**config.mk**
```make
export PLATFORM = sky130hd
export DESIGN_NAME = expression_token_classifier
export DESIGN_NICKNAME = d
export VERILOG_FILES = /design/src/etc_pkg.sv /design/src/etc_out_queue.sv /design/src/expression_token_classifier.sv
export SDC_FILE = /design/constraint.sdc
export NUM_CORES = 1
export LEC_CHECK = 0
export BUFFER_PORTS_ARGS = -buffer_cell sky130_fd_sc_hd__buf_2
export CAP_MARGIN = 20
export CORE_AREA = 5 5 220 222
export DETAILED_ROUTE_END_ITERATION = 12
export DIE_AREA = 0 0 225 227
export PLACE_DENSITY = 0.47
export SLEW_MARGIN = 5
export SYNTH_ARGS = -nofsm -noshare
export SYNTH_HDL_FRONTEND = slang
export SYNTH_SLANG_ARGS = --single-unit
export TNS_END_PERCENT = 20
```
**constraint.sdc**
```tcl
create_clock -name clk -period 5.7 [get_ports clk]
set_input_delay 1.71 -clock clk [delete_from_list [all_inputs] [get_ports clk]]
set_output_delay 1.71 -clock clk [all_outputs]
set_load 0.01 [all_outputs]
```
**src/etc_pkg.sv**
```systemverilog
package etc_pkg;

    // Width of the position and length counters; both saturate at all ones.
    localparam int POSITION_BITS = 16;

    // Depth of the result queue in front of the output port.
    localparam int QUEUE_DEPTH = 4;
    localparam int QUEUE_CNT_BITS = $clog2(QUEUE_DEPTH + 1);

    localparam int NUM_FUNCS = 6;
    localparam int NAME_SLOTS = 8;

    typedef logic [POSITION_BITS-1:0] pos_t;
    typedef logic [NUM_FUNCS-1:0] fn_mask_t;
    typedef logic [QUEUE_CNT_BITS-1:0] queue_cnt_t;

    typedef enum logic [2:0] {
        TOK_SPACE    = 3'd0,
        TOK_NUMBER   = 3'd1,
        TOK_OPERATOR = 3'd2,
        TOK_LPAREN   = 3'd3,
        TOK_RPAREN   = 3'd4,
        TOK_FUNCTION = 3'd5,
        TOK_VARIABLE = 3'd6,
        TOK_UNKNOWN  = 3'd7
    } tok_class_t;

    // Function identifiers.
    localparam logic [2:0] FN_SIN   = 3'd0;
    localparam logic [2:0] FN_COS   = 3'd1;
    localparam logic [2:0] FN_TAN   = 3'd2;
    localparam logic [2:0] FN_COT   = 3'd3;
    localparam logic [2:0] FN_MINUS = 3'd4;
    localparam logic [2:0] FN_ABS   = 3'd5;

    // Special bytes.
    localparam logic [7:0] CH_SPACE   = 8'h20;
    localparam logic [7:0] CH_NEWLINE = 8'h0A;
    localparam logic [7:0] CH_PLUS    = 8'h2B;
    localparam logic [7:0] CH_MINUS   = 8'h2D;
    localparam logic [7:0] CH_STAR    = 8'h2A;
    localparam logic [7:0] CH_SLASH   = 8'h2F;
    localparam logic [7:0] CH_CARET   = 8'h5E;
    localparam logic [7:0] CH_LPAREN  = 8'h28;
    localparam logic [7:0] CH_RPAREN  = 8'h29;
    localparam logic [7:0] CH_DIGIT_0 = 8'h30;
    localparam logic [7:0] CH_DIGIT_9 = 8'h39;
    localparam logic [7:0] CH_LOWER_A = 8'h61;
    localparam logic [7:0] CH_LOWER_Z = 8'h7A;
    localparam logic [7:0] CH_UPPER_A = 8'h41;
    localparam logic [7:0] CH_UPPER_Z = 8'h5A;
    localparam logic [7:0] DECIMAL_POINT_RESET = 8'h2E;

    // Function names, padded with zero bytes so any 3-bit index is in range.
    localparam logic [7:0] FN_NAME [NUM_FUNCS][NAME_SLOTS] = '{
        '{"s", "i", "n", 8'h00, 8'h00, 8'h00, 8'h00, 8'h00},
        '{"c", "o", "s", 8'h00, 8'h00, 8'h00, 8'h00, 8'h00},
        '{"t", "a", "n", 8'h00, 8'h00, 8'h00, 8'h00, 8'h00},
        '{"c", "o", "t", 8'h00, 8'h00, 8'h00, 8'h00, 8'h00},
        '{"m", "i", "n", "u",   "s",   8'h00, 8'h00, 8'h00},
        '{"a", "b", "s", 8'h00, 8'h00, 8'h00, 8'h00, 8'h00}
    };
    localparam logic [2:0] FN_LEN [NUM_FUNCS] = '{3'd3, 3'd3, 3'd3, 3'd3, 3'd5, 3'd3};

    typedef struct packed {
        logic [7:0] character;
        logic       end_of_text;
    } in_t;

    typedef struct packed {
        tok_class_t  token_class;
        logic [15:0] start_position;
        logic [15:0] token_length;
        logic [7:0]  first_character;
        logic [2:0]  function_id;
        logic        last_of_run;
    } out_t;

    // State of the word now being built.
    typedef struct packed {
        pos_t       start;
        pos_t       length;
        logic [7:0] first_char;
        logic       numeric;
        logic       letters;
        fn_mask_t   mask;
    } word_t;

    localparam word_t WORD_CLEAR = '{
        start: '0, length: '0, first_char: 8'h00,
        numeric: 1'b1, letters: 1'b1, mask: '1
    };

    function automatic logic is_digit(input logic [7:0] c);
        return (c >= CH_DIGIT_0) && (c <= CH_DIGIT_9);
    endfunction

    function automatic logic is_alpha(input logic [7:0] c);
        return ((c >= CH_LOWER_A) && (c <= CH_LOWER_Z)) ||
               ((c >= CH_UPPER_A) && (c <= CH_UPPER_Z));
    endfunction

    function automatic logic is_op(input logic [7:0] c);
        return c inside {CH_PLUS, CH_MINUS, CH_STAR, CH_SLASH, CH_CARET};
    endfunction

    function automatic logic is_split(input logic [7:0] c);
        return is_op(c) || (c inside {CH_SPACE, CH_NEWLINE, CH_LPAREN, CH_RPAREN});
    endfunction

    function automatic pos_t sat_inc(input pos_t v);
        return (v == '1) ? v : v + pos_t'(1);
    endfunction

    // Token for a finished word.
    function automatic out_t word_token(input word_t w, input logic last);
        out_t       t;
        logic       found;
        logic [2:0] fid;
        found = 1'b0;
        fid   = FN_SIN;
        // Scan from the top so that the lowest matching name wins.
        for (int i = NUM_FUNCS - 1; i >= 0; i--) begin
            if (w.mask[i] && (w.length == pos_t'(FN_LEN[i]))) begin
                found = 1'b1;
                fid   = 3'(i);
            end
        end
        t.start_position  = 16'(w.start);
        t.token_length    = 16'(w.length);
        t.first_character = w.first_char;
        t.last_of_run     = last;
        t.function_id     = FN_SIN;
        if (w.numeric) begin
            t.token_class = TOK_NUMBER;
        end else if (found) begin
            t.token_class = TOK_FUNCTION;
            t.function_id = fid;
        end else if (w.letters) begin
            t.token_class = TOK_VARIABLE;
        end else begin
            t.token_class = TOK_UNKNOWN;
        end
        return t;
    endfunction

    // Token for a single split byte; the decimal point takes priority after space.
    function automatic out_t split_token(input logic [7:0] c, input pos_t pos,
                                         input logic [7:0] dp);
        out_t t;
        t.start_position  = 16'(pos);
        t.token_length    = 16'd1;
        t.first_character = c;
        t.function_id     = FN_SIN;
        t.last_of_run     = 1'b1;
        if (c == CH_SPACE) begin
            t.token_class = TOK_SPACE;
        end else if (c == dp) begin
            t.token_class = TOK_NUMBER;
        end else if (is_op(c)) begin
            t.token_class = TOK_OPERATOR;
        end else if (c == CH_LPAREN) begin
            t.token_class = TOK_LPAREN;
        end else if (c == CH_RPAREN) begin
            t.token_class = TOK_RPAREN;
        end else begin
            t.token_class = TOK_UNKNOWN;
        end
        return t;
    endfunction

endpackage

```
**src/etc_out_queue.sv**
```systemverilog
module etc_out_queue (
    input  logic                  clk,
    input  logic                  rst_n,
    input  logic [1:0]            push_count,
    input  etc_pkg::out_t         push0,
    input  etc_pkg::out_t         push1,
    output logic                  ready,
    output logic                  valid,
    input  logic                  stall,
    output etc_pkg::out_t         data
);
    import etc_pkg::*;

    out_t       slot_reg [QUEUE_DEPTH];
    out_t       slot_next [QUEUE_DEPTH];
    queue_cnt_t count_reg;
    queue_cnt_t count_next;
    queue_cnt_t fill_base;
    logic       pop;

    // The head slot drives the port; room for two beats is required to take an item.
    assign valid = (count_reg != '0);
    assign data  = slot_reg[0];
    assign pop   = valid && !stall;
    assign ready = (count_reg <= queue_cnt_t'(QUEUE_DEPTH - 2));

    // Shift on a pop, then place new beats just behind the remaining ones.
    always_comb
    begin
        fill_base = count_reg - queue_cnt_t'(pop);
        for (int k = 0; k < QUEUE_DEPTH; k++) begin
            slot_next[k] = slot_reg[k];
        end
        if (pop) begin
            for (int k = 0; k < QUEUE_DEPTH - 1; k++) begin
                slot_next[k] = slot_reg[k + 1];
            end
        end
        for (int k = 0; k < QUEUE_DEPTH; k++) begin
            if ((push_count != 2'd0) && (queue_cnt_t'(k) == fill_base)) begin
                slot_next[k] = push0;
            end
            if ((push_count == 2'd2) && (queue_cnt_t'(k) == fill_base + queue_cnt_t'(1))) begin
                slot_next[k] = push1;
            end
        end
        count_next = fill_base + queue_cnt_t'(push_count);
    end

    // Occupancy count.
    always_ff @(posedge clk or negedge rst_n)
    begin
        if (!rst_n) begin
            count_reg <= '0;
        end else begin
            count_reg <= count_next;
        end
    end

    // Queue payload.
    always_ff @(posedge clk)
    begin
        for (int k = 0; k < QUEUE_DEPTH; k++) begin
            slot_reg[k] <= slot_next[k];
        end
    end

endmodule

```
**src/expression_token_classifier.sv**
```systemverilog
// Channel | Direction | Handshake           | Beat
// in      | input     | in_valid / in_stall | one text byte and its end-of-text mark
// out     | output    | out_valid/out_stall | one token
// cfg     | input     | cfg_valid/cfg_ready | decimal point byte
//
// One byte is taken per cycle while in_stall is low; the word state updates in the
// same cycle and the zero, one or two tokens it causes enter a four-entry queue,
// which sends one per cycle while out_stall is low. The input stalls while fewer
// than two queue entries are free. Reset clears the word state and position and
// sets the decimal point to '.'. cfg_ready is always high.
module expression_token_classifier (
    input  logic          clk,
    input  logic          rst_n,
    input  logic          in_valid,
    output logic          in_stall,
    input  etc_pkg::in_t  in_data,
    output logic          out_valid,
    input  logic          out_stall,
    output etc_pkg::out_t out_data,
    input  logic          cfg_valid,
    output logic          cfg_ready,
    input  logic [7:0]    cfg_data
);
    import etc_pkg::*;

    pos_t       pos_reg;
    pos_t       pos_next;
    word_t      word_reg;
    word_t      word_next;
    logic [7:0] dp_reg;

    word_t      word_base;
    word_t      word_grown;
    logic [7:0] c;
    logic       eot;
    logic       split;
    logic       word_open;
    logic       accept;
    logic       queue_ready;
    logic [1:0] push_count;
    out_t       push0;
    out_t       push1;

    assign c         = in_data.character;
    assign eot       = in_data.end_of_text;
    assign split     = is_split(c);
    assign word_open = (word_reg.length != '0);
    assign accept    = in_valid && queue_ready;
    assign in_stall  = !queue_ready;
    assign cfg_ready = 1'b1;

    // Extend the open word, or start a new one, with the current byte.
    always_comb
    begin
        if (word_open) begin
            word_base = word_reg;
        end else begin
            word_base            = WORD_CLEAR;
            word_base.start      = pos_reg;
            word_base.first_char = c;
        end
        word_grown         = word_base;
        word_grown.numeric = word_base.numeric && (is_digit(c) || (c == dp_reg));
        word_grown.letters = word_base.letters && is_alpha(c);
        for (int i = 0; i < NUM_FUNCS; i++) begin
            if ((word_base.length >= pos_t'(FN_LEN[i])) ||
                (FN_NAME[i][word_base.length[2:0]] != c)) begin
                word_grown.mask[i] = 1'b0;
            end
        end
        word_grown.length = sat_inc(word_base.length);
    end

    // Tokens caused by this byte: the closed word first, then the split byte.
    always_comb
    begin
        push0      = split_token(c, pos_reg, dp_reg);
        push1      = split_token(c, pos_reg, dp_reg);
        push_count = 2'd0;
        if (split) begin
            if (word_open) begin
                push0      = word_token(word_reg, 1'b0);
                push_count = 2'd2;
            end else begin
                push_count = 2'd1;
            end
        end else if (eot) begin
            push0      = word_token(word_grown, 1'b1);
            push_count = 2'd1;
        end
        if (!accept) begin
            push_count = 2'd0;
        end
    end

    // Next word state and position.
    always_comb
    begin
        word_next = (split || eot) ? WORD_CLEAR : word_grown;
        pos_next  = eot ? pos_t'(0) : sat_inc(pos_reg);
    end

    always_ff @(posedge clk or negedge rst_n)
    begin
        if (!rst_n) begin
            pos_reg  <= '0;
            word_reg <= WORD_CLEAR;
        end else if (accept) begin
            pos_reg  <= pos_next;
            word_reg <= word_next;
        end
    end

    // Decimal point register.
    always_ff @(posedge clk or negedge rst_n)
    begin
        if (!rst_n) begin
            dp_reg <= DECIMAL_POINT_RESET;
        end else if (cfg_valid && cfg_ready) begin
            dp_reg <= cfg_data;
        end
    end

    etc_out_queue u_out_queue (
        .clk        (clk),
        .rst_n      (rst_n),
        .push_count (push_count),
        .push0      (push0),
        .push1      (push1),
        .ready      (queue_ready),
        .valid      (out_valid),
        .stall      (out_stall),
        .data       (out_data)
    );

endmodule

```
# Yosys cells after proc, flatten, opt, wreduce, memory -nomap -nowiden
# Memory sizes are Yosys's and may differ from the RTL's.
# Cells that the tools add are included.
# totals
register_bits	75
mem_bits_rw	188
mem_bits_ro	384
in_bits	22
out_inout_bits	50
elab_cells	191
memories	7
# memory_table
memory	words	word_bits	read_ports	rd_ports_with_merged_regs	write_ports	line_no	rtl
u_out_queue.slot_reg	4	47	4	0	4	etc_out_queue.sv:14	out_t slot_reg [QUEUE_DEPTH];
(no name shown)	8	8	1	0	0	expression_token_classifier.sv:67	(FN_NAME[i][word_base.length[2:0]] != c)) begin
(no name shown)	8	8	1	0	0	expression_token_classifier.sv:67	
(no name shown)	8	8	1	0	0	expression_token_classifier.sv:67	
(no name shown)	8	8	1	0	0	expression_token_classifier.sv:67	
(no name shown)	8	8	1	0	0	expression_token_classifier.sv:67	
+1 memories	n/a	n/a	n/a	n/a	n/a	n/a	
# classes
addsub	5
magnitude_cmp	10
n_eq_ne	30
mux	82
n_bitwise	1
reduce_logical	47
# ops
cell	n
$mux W47	11
$mux W141	1
$mux W48	2
$mux W8	12
$mux W3	22
$eq A8 B6 Y1 const B	7
$mux W16	3
$ne A8 B8 Y1	6
$add A16 B1 Y16 const B	2
$eq A16 B16 Y1 const B	2
$eq A16 B2 Y1 const B	2
$eq A16 B3 Y1 const B	2
$logic_and A1 B1 Y1	27
$mux W1	25
$ge A16 B2 Y1 const B	1
$ge A16 B3 Y1 const B	1
$ge A8 B7 Y1 const B	2
$le A8 B7 Y1 const B	2
$reduce_bool A16 Y1	1
$eq A2 B3 Y1 const A	4
$mux W2	6
$logic_or A1 B1 Y1	10
$eq A8 B4 Y1 const B	1
$eq A8 B7 Y1 const B	1
other kinds (19)	22

# Logic depth before layout (Yosys ltp)
# logic_depth
ltp_word	24
mapped_depth	16
mapped_depth_nobuf	13

# Cells and area by module
# From an unflattened synthesis, not the netlist that was laid out.
# hier_totals
hier_cells	1662
area_unflattened_um2	16253.1
# modules_own_cells
module	n_inst	cells_each	area_each_um2	seq_area_each_um2
etc_out_queue	1	1019	10806.6	5720.5
expression_token_classifier	1	643	5446.5	1816.7

# Worst setup path after synthesis
# OpenSTA, ideal clock, no wires.
# synth_path
kind	input port to flip-flop
from	input port out_stall
to	memory u_out_queue.slot_reg[3][45] (netlist name) (data pin)
setup_time_ps	132
arrival_time_ps	5156
t_required_ps	5568
setup_slack_ps	413
cell_stages	15
path_buffers	4
cell_sequence	nand2b_1 clkbuf_1 clkinv_1 clkbuf_1 ha_1 ha_1 clkbuf_1 nor2_1 ha_1 nand4_2 or2_2 buf_2 nand2_1 o21a_1 o31a_1
# synth_lines
element	line_no	rtl
start, declared	expression_token_classifier.sv:18	input logic out_stall,
end, declared	etc_out_queue.sv:14	

==> metrics.md <==
| Metric | Value |
|---|---|
| Outcome | `complete, no violations` |
| Wire length of the first global-routing pass | `71.3 mm` |
| Post-Route Skew | `14.4 ps` |
| Drt wl/cell | `20.5 µm` |
| Arrival time reported for the critical path endpoint | `4740 ps` |
| Most frequent cells in the layout | `sky130_fd_sc_hd__nand2_1, sky130_fd_sc_hd__a21oi_1, sky130_fd_sc_hd__nor2_1, sky130_fd_sc_hd__edfxtp_1, sky130_fd_sc_hd__dfxtp_1` |
| Clock network latency to the later pin of the worst-skew pair | `580 ps` |
| Actual transition at the worst max-transition pin | `1030 ps` |
| Post-Route Utilization | `0.348` |
| Combinational family with the most area after synthesis | `compound AO/OA/AOI/OAI gates` |
| Final cell area excluding filler cells | `16100 µm²` |
| Ports placed on the boundary | `72` |
| Core Rows | `79` |
| Layout net count | `1635` |
| Cell area after synthesis | `14200 µm²` |
| Post-Synth Simple-Gate Area | `0.202` |
| Ratio of cells with drive above 1 in the final layout | `0.142` |
| Number of vias in the routed layout | `12247` |
| Commonest non-fill, non-tap cell in the layout | `sky130_fd_sc_hd__nand2_1` |
| Worst flop-to-flop path startpoint | `word_reg[18]$_DFFE_PN0P_` |
| Buffers from clock root to sink, at most | `3` |
| H-tree levels | `1` |
| Remaining Overflow, GRT | `0` |
| Number of nets still failing antenna checks after routing | `0` |
| Area of the die | `51100 µm²` |
| Post-CTS repair timing setup buffer count | `0` |
| Leakage power of the design | `6.34 nW` |
| Compound-gate portion of the synthesized area | `0.229` |
| Synthesized-area fraction occupied by adder cells | `0.0129` |
| Detailed-routing iteration count for the pre-antenna-repair pass | `6` |
| Pin count of the biggest net entering global routing | `64` |
| Area occupied by multi-input gates | `6760 µm²` |
| Final number of hold-violating endpoints | `0` |
| DRC errors left | `0` |
| Net count after synthesis | `1634` |
| Synthesized instance count | `1598` |
| Portion of total power attributed to sequential cells | `0.404` |
| Clock share of power | `0.280` |
| Most used flip-flop cell after synthesis | `sky130_fd_sc_hd__edfxtp_1` |
| Clock transition at the registers of the reported paths | `60 ps` |
| Kind of launch point of the worst setup path | `input port` |
| Part of the total power dissipated in combinational logic | `0.316` |
| Net switching power of the design | `0.00260 W` |
| Required time of the critical path | `6110 ps` |
| Post-CTS Resized | `0` |
| Worst Min Path Start | `u_out_queue.slot_reg[3][16]$_SDFFE_PP0P_` |
| Sequential cell area | `6740 µm²` |
| Post-synthesis sequential element count | `263` |
| Setup repair after global routing missed its margin | `false` |
| Wirelength, routed | `45.8 mm` |
| Multiplexer share of the synthesized area | `0.0114` |
| Post-Synthesis Mean Instance Area | `8.86 µm²` |
| Worst hold path endpoint | `u_out_queue.slot_reg[3][16]$_SDFFE_PP0P_` |
| Effective utilization at floorplan | `0.307` |
| Number of maximum-capacitance violations | `0` |
| Height of the die | `227 µm` |
| EDFF count, synth | `108` |
| Antenna violations before repair | `0` |
| Hold Crit Depth | `2` |
| Internal power | `0.00463 W` |
| TNS Setup | `0 ps` |
| Worst Path Class, Setup | `input port to flip-flop` |
| Minimum clock period | `4320 ps` |
| TritonCTS clock tree | `yes` |
| Yosys Warn Count | `0` |
| Critical-path maximum fanout | `24` |
| CTS Hold Buffers Added | `0` |
| Clock root buffer | `sky130_fd_sc_hd__clkbuf_16` |
| Worst slew slack as a fraction of its limit | `0.305` |
| Hold/Removal Path Class | `flip-flop to flip-flop` |
| Number of cells traversed by the worst register-to-register path | `10` |
| Worst flop-to-flop path endpoint | `u_out_queue.slot_reg[3][2]$_SDFFE_PP0P_` |
| Capturing element type of the critical path | `flip-flop` |
| Routability-driven placement congestion ratio | `0.876` |
| Placed Area | `15000 µm²` |
| Total clock buffers created by CTS | `31` |
| R2R setup slack | `1740 ps` |
| Share of total power consumed by net switching | `0.359` |
| Die width | `225 µm` |
| Core region area | `46200 µm²` |
| Port Buf Inserts | `70` |
| Fin Hold WS | `453 ps` |
| Area Growth Syn to Fin | `13.4%` |
| Sequential fraction of the synthesis area | `0.476` |
| Crit share post-route | `0.759` |
| Finish-stage setup viols | `0` |
| Unique masters post-synth | `93` |
| Worst ir drop on vdd | `260 µV` |
| Clock sink total | `263` |
| Max Clk Rate | `0.231 GHz` |
| Number of global-route vias before repair | `11711` |
| Vias/cell | `5.49` |
| GRT Resource Usage Total | `0.175` |
| Violation count after the first detailed-route iteration | `1140` |
| Max-slew violation count | `0` |
| Fill cell total of the finished layout | `4703` |
| Power per cell area | `450 nW/µm²` |
| Area share of xor/xnor cells in the synthesized design | `0.0179` |
| Flip-flop count of the largest register after layout | `188` |
| Proportion of synthesized flip-flops having asynchronous set or reset | `0.285` |
| N_diodes | `0` |
| Detailed Place HPWL | `29.3 mm` |
[power groups by stage]
stage / combinational (W) / sequential [W] / clock [W]
finish: 0.00228 / 0.00292 / 0.00202
global placement: 0.00226 / 0.00295 / 0
detailed placement: 0.00228 / 0.00296 / 0
floorplan: 0.00162 / 0.00286 / 0
global route: 0.00256 / 0.00298 / 0.00215
CTS: 0.00229 / 0.00292 / 0.00208
[area by class of cell]
cell class | count | share of cell area
clock inverter | 13 | 0.00810
multi-input combinational | 1167 | 0.421
timing repair buffer | 110 | 0.0414
inverter | 26 | 0.00608
tap | 607 | 0.0473
sequential | 263 | 0.419
clock buffer | 44 | 0.0570
[how the worst max path moves through the flow]
stage | start | end | slack, ps
after floorplan | out_stall | u_out_queue.slot_reg[3][45]$_DFFE_PP_ | 410
after global placement | out_stall | u_out_queue.slot_reg[2][28]$_DFFE_PP_ | 910
after detailed placement | in_data[4] | u_out_queue.slot_reg[0][39]$_DFFE_PP_ | 830
after CTS | in_data[4] | u_out_queue.slot_reg[0][45]$_DFFE_PP_ | 1430
after global routing | in_data[4] | u_out_queue.slot_reg[0][31]$_DFFE_PP_ | 1190
final | in_data[1] | u_out_queue.slot_reg[0][45]$_DFFE_PP_ | 1380
[cells in the mapped netlist, types with 5 or more instances]
library cell               count  share of area
sky130_fd_sc_hd__and3_1       15         0.0066
sky130_fd_sc_hd__or3_1        16         0.0071
sky130_fd_sc_hd__buf_2        29          0.010
sky130_fd_sc_hd__nor2b_1       5         0.0022
sky130_fd_sc_hd__or2_2         7         0.0031
sky130_fd_sc_hd__nand2_1     228          0.060
sky130_fd_sc_hd__a22o_1       55          0.034
sky130_fd_sc_hd__o31a_1        6         0.0037
sky130_fd_sc_hd__a211oi_1     14         0.0074
sky130_fd_sc_hd__xor2_1       16         0.0099
sky130_fd_sc_hd__nor4_1        5         0.0022
sky130_fd_sc_hd__a31oi_1      11         0.0049
sky130_fd_sc_hd__a21oi_1     199          0.070
sky130_fd_sc_hd__o21a_1       10         0.0053
sky130_fd_sc_hd__ha_1         13          0.011
sky130_fd_sc_hd__o22ai_1      72          0.032
sky130_fd_sc_hd__nand2b_1      6         0.0026
sky130_fd_sc_hd__nor3_1       31          0.011
sky130_fd_sc_hd__nand4_1      16         0.0071
sky130_fd_sc_hd__edfxtp_1    108           0.23
sky130_fd_sc_hd__o21ai_0      52          0.018
sky130_fd_sc_hd__dfrtp_1      63           0.11
sky130_fd_sc_hd__and4_1        8         0.0049
sky130_fd_sc_hd__o31ai_1       8         0.0042
sky130_fd_sc_hd__mux2_2        9         0.0072
sky130_fd_sc_hd__clkbuf_1     89          0.024
sky130_fd_sc_hd__dfstp_2      12          0.022
sky130_fd_sc_hd__inv_1        24         0.0064
sky130_fd_sc_hd__mux2i_1       6         0.0042
sky130_fd_sc_hd__buf_4        10         0.0053
sky130_fd_sc_hd__xnor2_1      13         0.0080
sky130_fd_sc_hd__buf_1         9         0.0024
sky130_fd_sc_hd__o211ai_1     14         0.0074
sky130_fd_sc_hd__dfxtp_1      80           0.11
sky130_fd_sc_hd__nand3_1      39          0.014
sky130_fd_sc_hd__nor2_1      199          0.053
[per-layer routing]
layer | track usage | wire length (µm)
met1 | 0.260 | 22100
met2 | 0.273 | 20300
met3 | 0.0260 | 2700
met4 | 0.0375 | 762
met5 | 0 | 0
[through the flow]
| stage | worst slack (ps) | total power [W] | cells |
|---|---|---|---|
| 3_3_place_gp | 908 | 0.00521 | 2173 |
| 4_1_cts | 1430 | 0.00729 | 2230 |
| 5_1_grt | 1190 | 0.00769 | 2230 |
| 3_5_place_dp | 829 | 0.00523 | 2173 |
| 2_1_floorplan | 413 | 0.00448 | 1598 |
| 6_report | 1380 | 0.00722 | 2230 |
[critical path, stage by stage]
cell and delay (ps):
sky130_fd_sc_hd__buf_2 380, sky130_fd_sc_hd__nand3b_1 290, sky130_fd_sc_hd__o21ai_1 200, sky130_fd_sc_hd__a221oi_4 590
sky130_fd_sc_hd__a21boi_4 350, sky130_fd_sc_hd__nand2_1 190, sky130_fd_sc_hd__or3_1 400, sky130_fd_sc_hd__a21oi_2 340
sky130_fd_sc_hd__o31a_1 270
[kinds of logic (layout without fill, tap and decap cells)]
group | Yosys count | in the layout
AOI/OAI and AO/OA | 498 | 498
xor gates and xnor gates | 29 | 29
adders and majority gates | 14 | 14
buffers and inverters | 168 | 193
DFF | 263 | 263
muxes | 15 | 15
other | 1 | 1
and+or+nand+nor | 610 | 610
No activity file was read; power rests on OpenSTA's default activity.
